`config.mk`:
```
export PLATFORM = sky130hd
export DESIGN_NAME = ftrc_match
export DESIGN_NICKNAME = d
export VERILOG_FILES = /design/src/design/ftrc_pkg.sv /design/src/design/ftrc_match.sv
export SDC_FILE = /design/constraint.sdc
export NUM_CORES = 1
export LEC_CHECK = 0
export CAP_MARGIN = 10
export CORE_AREA = 2 2 130 132
export DETAILED_ROUTE_END_ITERATION = 7
export DIE_AREA = 0 0 132 134
export DONT_BUFFER_PORTS = 1
export GPL_TIMING_DRIVEN = 0
export MAX_ROUTING_LAYER = met4
export PLACE_DENSITY_LB_ADDON = 0.1
export RECOVER_POWER = 25
export SKIP_LAST_GASP = 1
export SLEW_MARGIN = 10
export SYNTH_ARGS = -nofsm -noshare
export SYNTH_HDL_FRONTEND = slang
export SYNTH_SLANG_ARGS = --single-unit
```
`constraint.sdc`:
```
create_clock -name vclk -period 3.15
set_input_delay 0.315 -clock vclk [all_inputs]
set_output_delay 0.315 -clock vclk [all_outputs]
set_load 0.02 [all_outputs]
```
`src/design/ftrc_pkg.sv`:
```
// Shared types and constants for the five-tuple rule classifier.
// Depends on nothing; every design file imports it.
package ftrc_pkg;

	localparam int MAX_RULES = 64;
	localparam int IDX_W     = $clog2(MAX_RULES);
	localparam int CNT_W     = $clog2(MAX_RULES + 1);
	localparam int RC_W      = 7;

	localparam logic OP_CLASSIFY = 1'b0;
	localparam logic OP_WRITE    = 1'b1;

	localparam logic [7:0] PROTO_EXACT = 8'hFF;
	localparam logic [7:0] PROTO_ANY   = 8'h00;

	typedef struct packed {
		logic        opcode;
		logic [5:0]  entry_index;
		logic [31:0] src_ip;
		logic [31:0] dst_ip;
		logic [15:0] src_port;
		logic [15:0] dst_port;
		logic [7:0]  protocol;
		logic [63:0] rule_src_ip_range;
		logic [63:0] rule_dst_ip_range;
		logic [31:0] rule_src_port_range;
		logic [31:0] rule_dst_port_range;
		logic [31:0] rule_proto_and_id;
	} in_t;

	typedef struct packed {
		logic        hit;
		logic [15:0] rule_id;
	} out_t;

	typedef struct packed {
		logic [31:0] src_ip;
		logic [31:0] dst_ip;
		logic [15:0] src_port;
		logic [15:0] dst_port;
		logic [7:0]  protocol;
	} pkt_t;

	// Port range: bits 31:0 source range, bits 63:32 destination range.
	typedef struct packed {
		logic [63:0] src_ip_range;
		logic [63:0] dst_ip_range;
		logic [63:0] port_range;
		logic [31:0] proto_and_id;
	} rule_t;

	typedef enum logic [1:0] {
		ST_IDLE,
		ST_SCAN,
		ST_RESULT
	} state_t;

endpackage

```
`src/design/ftrc_match.sv`:
```
// Compares one stored rule against a packet five-tuple.
// Depends on ftrc_pkg for the packet and rule types.
module ftrc_match (
	input  ftrc_pkg::pkt_t  pkt,
	input  ftrc_pkg::rule_t rule,
	output logic            match
);
	import ftrc_pkg::*;

	logic [7:0] proto_lo;
	logic [7:0] proto_hi;
	logic       sip_ok;
	logic       dip_ok;
	logic       sport_ok;
	logic       dport_ok;
	logic       proto_ok;

	assign proto_lo = rule.proto_and_id[7:0];
	assign proto_hi = rule.proto_and_id[15:8];

	assign sip_ok = (pkt.src_ip >= rule.src_ip_range[31:0])
		&& (pkt.src_ip <= rule.src_ip_range[63:32]);
	assign dip_ok = (pkt.dst_ip >= rule.dst_ip_range[31:0])
		&& (pkt.dst_ip <= rule.dst_ip_range[63:32]);
	assign sport_ok = (pkt.src_port >= rule.port_range[15:0])
		&& (pkt.src_port <= rule.port_range[31:16]);
	assign dport_ok = (pkt.dst_port >= rule.port_range[47:32])
		&& (pkt.dst_port <= rule.port_range[63:48]);

	// End code 0xFF is an exact match on start, 0x00 matches any protocol.
	always_comb begin
		if (proto_hi == PROTO_EXACT) begin
			proto_ok = (pkt.protocol == proto_lo);
		end else if (proto_hi == PROTO_ANY) begin
			proto_ok = 1'b1;
		end else begin
			proto_ok = (pkt.protocol >= proto_lo) && (pkt.protocol <= proto_hi);
		end
	end

	assign match = sip_ok && dip_ok && sport_ok && dport_ok && proto_ok;

endmodule
```
==> results of run 1 <==
[worst max-delay path: stages]
cell       delay [ps]
inv_1              30
ha_1              310
nand4_1           200
nor4_4            390
a21oi_1           140
a211oi_2          320
o21ai_1           200
a2111oi_4         330
nor4b_4           440
[layout by cell type, fill, tap and decap left out, drive strengths merged, types with 10 or more instances in the layout]
master    n
o21ai    24
nand3    17
nand2    32
nor2     19
a211oi   10
a21o     27
a21oi    71
inv     209
nand4    37
ha      208
nor4     10
[what timing repair did]
| action | in CTS | in global routing |
|---|---|---|
| setup endpoints to repair | 1 | 1 |
| buffers inserted | 0 | 0 |
| gates resized for setup | 7 | 2 |
| pin swaps | 4 | 2 |
| hold endpoints to repair | 0 | 0 |
[metal layers]
| layer | up-vias | global-route usage | part of all wire |
|---|---|---|---|
| li1 | 2540 | - | - |
| met1 | 2108 | 0.191 | 0.40 |
| met2 | 193 | 0.332 | 0.50 |
| met3 | 22 | 0.0367 | 0.073 |
| met4 | 0 | 0.0302 | 0.022 |
| met5 | - | - | 0 |
[cell families (layout without fill, tap and decap cells)]
logic type,count (synthesis),count (layout),share of synthesized area
buffers and inverters,209,209,0.149
adders and majority gates,208,208,0.496
AOI/OAI and AO/OA,167,167,0.199
and+or+nand+nor,140,140,0.155
[power by group through the flow]
| stage | registers [uW] | logic (uW) | clock network [uW] |
|---|---|---|---|
| 5_1_grt | 0 | 710 | 0 |
| 2_1_floorplan | 0 | 459 | 0 |
| 3_3_place_gp | 0 | 567 | 0 |
| 6_report | 0 | 598 | 0 |
| 3_5_place_dp | 0 | 593 | 0 |
| 4_1_cts | 0 | 603 | 0 |
[cell type report]
class / instances / area, um2 / area share
inverters: 209 / 785 / 0.141
multi-input cells: 515 / 4520 / 0.810
well taps: 220 / 275 / 0.0493
[stage by stage]
stage                     utilization  setup TNS (ps)  std cells  hold WS [ps]  cell area [um2]
after floorplan                     -               0        724          1010             5250
after global placement          0.339            -557        944          1110             5520
after detailed placement        0.339            -562        944          1120             5520
after CTS                       0.341               0        944          1070             5560
after global routing            0.342               0        944          1150             5580
final                           0.342               0        944          1130             5580
[path summary, 6_finish.rpt]
kind / start / endpoint / slack (ps) / cells after the start
setup / recovery: rule[139] / match / 170 / 9
hold / removal: pkt[16] / match / 1130 / 4
==> flow_metrics.env, run 1 <==
export IMPL_synth_commonest_cells="inv_1 (209), ha_1 (208), a21oi_1 (71)"
export IMPL_fillCellCount=1794
export IMPL_die_w_um=132
export IMPL_total_power_uw=598
export IMPL_clockPowerShare=0
export IMPL_gr_total_overflow=0
export IMPL_power_share_combinational=1.000
export IMPL_design_seq_count=0
export IMPL_first_pass_iters=4
export IMPL_num_nets_final=1262
export IMPL_seq_power_share=0
export IMPL_detailed_place_hpwl_um=15300
export IMPL_viasPerCell=5.15
export IMPL_core_area_um2=16300
export IMPL_n_clock_buffer=0
export IMPL_p_int_uw=277
export IMPL_slew_viol_final=0
export IMPL_wl_um=15700
export IMPL_seq_area_frac_synth=0
export IMPL_grt_pass1_wl_um=25000
export IMPL_io_pins=329
export IMPL_drt_iter0_markers=57
export IMPL_synth_area_top_cells="ha_1 (50%), inv_1 (15%), a21oi_1 (6.8%)"
export IMPL_arrival_ps=2660
export IMPL_gp_congestion=0.899
export IMPL_post_route_drc_count=0
export IMPL_antenna_cells=0
export IMPL_min_period_ps=2980
export IMPL_synthesis_area_um2=5250
export IMPL_routedWlPerCell_um=16.6
export IMPL_finalCritPeriodShare=0.946
export IMPL_regArea_um2=0
export IMPL_yosysWarningCount=0
export IMPL_relSlewSlack=0.619
export IMPL_power_switching_uw=321
export IMPL_yosysMostFrequentCell="inv_1"
export IMPL_worst_pin_slew_ps=557
export IMPL_fp_row_count=47
export IMPL_syn_inst=724
export IMPL_postCtsHoldBufs=0
export IMPL_max_vdd_ir_drop_uv=34.7
export IMPL_path_class="primary input to primary output"
export IMPL_setup_viol=0
export IMPL_area_growth_pct=6.27
export IMPL_drive_gt1_frac=0.0207
export IMPL_synth_nets=1260
export IMPL_synth_top_area_cell="ha_1"
export IMPL_rsz0062_at_grt="no"
export IMPL_vias=4863
export IMPL_grt_total_usage=0.175
export IMPL_antenna_found_initial=0
export IMPL_endpoint_kind="primary output"
export IMPL_start_util=0.322
export IMPL_maxCapViolCount=0
export IMPL_finalWorstSetupSlack_ps=171
export IMPL_outcome="finished, final reports clean"
export IMPL_ant_nets=0
export IMPL_grt_max_degree=5
export IMPL_port_buffers=0
export IMPL_netSwitchingFraction=0.537
export IMPL_die_h_um=134
export IMPL_hold_violations=0
export IMPL_grt_pass1_vias=5238
export IMPL_post_place_ws_ps=-562
export IMPL_max_freq_mhz=336
export IMPL_required_ps=2830
export IMPL_avgSynthCellArea_um2=7.25
export IMPL_yosysTopAreaCellShare=0.496
export IMPL_cp_max_fo=3
export IMPL_startpoint_type="primary input"
export IMPL_ys_types=44
export IMPL_hp_class="primary input to primary output"
export IMPL_cellLeakagePower_uw=0.00340
export IMPL_dieArea_um2=17700
export IMPL_p_per_area_nw_per_um2=107
Power figures use the tool's default switching activity.
==> run 2, diff against run 1 <==
--- a/config.mk
+++ b/config.mk
@@ -5,11 +5,11 @@
 export SDC_FILE = /design/constraint.sdc
 export NUM_CORES = 1
 export LEC_CHECK = 0
+export BUFFER_PORTS_ARGS = -buffer_cell sky130_fd_sc_hd__buf_4
 export CAP_MARGIN = 10
-export CORE_AREA = 2 2 130 132
+export CORE_AREA = 2 2 127 129
 export DETAILED_ROUTE_END_ITERATION = 7
-export DIE_AREA = 0 0 132 134
-export DONT_BUFFER_PORTS = 1
+export DIE_AREA = 0 0 129 131
 export GPL_TIMING_DRIVEN = 0
 export MAX_ROUTING_LAYER = met4
 export PLACE_DENSITY_LB_ADDON = 0.1
@@ -19,3 +19,4 @@
 export SYNTH_ARGS = -nofsm -noshare
 export SYNTH_HDL_FRONTEND = slang
 export SYNTH_SLANG_ARGS = --single-unit
+export TNS_END_PERCENT = 20
==> run 2 against run 1 <==
  * Critical path depth increased by 2
  * Combinational power increased by 54%
  * Fmax decreased by 0.55%
  * Total power increased by 54%
  * Sequential cell count unchanged
  * Clock-buffer cell count unchanged
  * Via count increased by 19%
  * Routed wire length increased by 4.1%
  * Non-clock buffer count increased by 315
  * First-iteration DRC count increased by 25%
  * Worst setup slack got worse by 16 ps
  * Cell count increased by 33%
  * Critical path type unchanged
  * Largest cell class unchanged
==> flow_metrics.env, run 2 (same netlist as run 1, synthesis figures left out) <==
export IMPL_outcome="finished, final reports clean"
export IMPL_finalSetupTns_ps=0
export IMPL_max_vdd_ir_drop_uv=48.3
export IMPL_relSlewSlack=0.435
export IMPL_finalCritPeriodShare=0.951
export IMPL_io_pins=329
export IMPL_grt_total_usage=0.191
export IMPL_wl_um=16300
export IMPL_ant_nets=0
export IMPL_startpoint_type="primary input"
export IMPL_wl_met2_um=8260
export IMPL_viasPerCell=4.62
export IMPL_cp_max_fo=3
export IMPL_post_route_util=0.511
export IMPL_drt_iter0_markers=71
export IMPL_wl_met1_um=6950
export IMPL_path_cells="buf_4, ha_1, nand4_1, nor4_4, nand3_2, o311a_1, a31oi_1, nand4b_1, a2111oi_4, nor4b_4, buf_4"
export IMPL_top_layer="met4"
export IMPL_post_place_ws_ps=-610
export IMPL_max_stage_delay_ps=360
export IMPL_grt_pass1_vias=5732
export IMPL_antenna_cells=0
export IMPL_final_cells=1255
export IMPL_antenna_found_initial=0
export IMPL_arrival_ps=2680
export IMPL_final_common_cell="buf_4"
export IMPL_grt_max_degree=5
export IMPL_hold_violations=0
export IMPL_vias=5801
export IMPL_routedWlPerCell_um=13.0
export IMPL_critical_path_slowest_cell="nor4_4"
export IMPL_finalWorstSetupSlack_ps=154
export IMPL_regArea_um2=0
export IMPL_drive_gt1_frac=0.319
export IMPL_setup_viol=0
export IMPL_max_freq_mhz=334
export IMPL_hp_class="primary input to primary output"
export IMPL_dieArea_um2=16900
export IMPL_met3_length_um=956
export IMPL_n_clock_buffer=0
export IMPL_gr_total_overflow=0
export IMPL_design_seq_count=0
export IMPL_fillCellCount=1650
export IMPL_path_class="primary input to primary output"
export IMPL_cpMostUsedCell="buf_4"
export IMPL_p_per_area_nw_per_um2=116
export IMPL_detailed_place_hpwl_um=15600
export IMPL_area_growth_pct=51.9
export IMPL_required_ps=2830
export IMPL_fp_row_count=46
export IMPL_start_util=0.337
export IMPL_first_pass_iters=4
export IMPL_worst_pin_slew_ps=826
export IMPL_min_period_ps=3000
export IMPL_maxCapViolCount=0
export IMPL_post_route_drc_count=0
export IMPL_die_h_um=131
export IMPL_num_nets_final=1577
export IMPL_gp_congestion=0.830
export IMPL_die_w_um=129
export IMPL_endpoint_kind="primary output"
export IMPL_slew_viol_final=0
export IMPL_holdWs_ps=1380
export IMPL_grt_pass1_wl_um=25700
export IMPL_core_area_um2=15600
export IMPL_final_cell_mix="buf_4 (315), inv_1 (209), ha_1 (208), a21oi_1 (71), nand4_1 (33)"
export IMPL_cellLeakagePower_uw=0.00491
export IMPL_port_buffers=313
export IMPL_place_inst=1253
-- run 2: per-layer routing --
layer / global-route usage / up-vias
met2: 0.359 / 167
met3: 0.0216 / 8
met5: - / -
met4: 0.0153 / 0
met1: 0.227 / 2455
li1: - / 3171
-- run 2: metrics by stage --
step	power, uW	cell area (um2)
4_1_cts	921	7910
3_5_place_dp	906	7870
5_1_grt	1060	7980
6_report	922	7980
3_3_place_gp	896	7870
2_1_floorplan	459	5250
-- run 2: cell type report --
class	instances	area [um2]	share of cell area
multi-input cells	515	4560	0.571
repair buffers	315	2360	0.297
well taps	216	270	0.0339
inverters	209	785	0.0984
-- run 2: worst paths after layout --
| path | cells past startpoint | end | from |
|---|---|---|---|
| max | 11 | match | pkt[91] |
| min | 6 | match | pkt[16] |
-- run 2: power breakdown --
group | internal (uW) | switching, uW | total (uW)
clock | 0 | 0 | 0
sequential | 0 | 0 | 0
combinational | 517 | 405 | 922
total | 517 | 405 | 922
-- run 2: timing repair --
| item | 4_1_cts | 5_1_grt |
|---|---|---|
| endpoints found under the setup margin | 1 | 1 |
| pin swaps | 3 | 8 |
| resized for setup | 7 | 6 |
| buffers inserted | 0 | 2 |
| hold buffers | 0 | 0 |
-- run 2: worst max-delay path: cells and delay by family --
kind	cells	cell delay (ps)
compound gates	3	680
simple gates	5	1070
buf+inv	2	300
fa+ha+maj	1	310
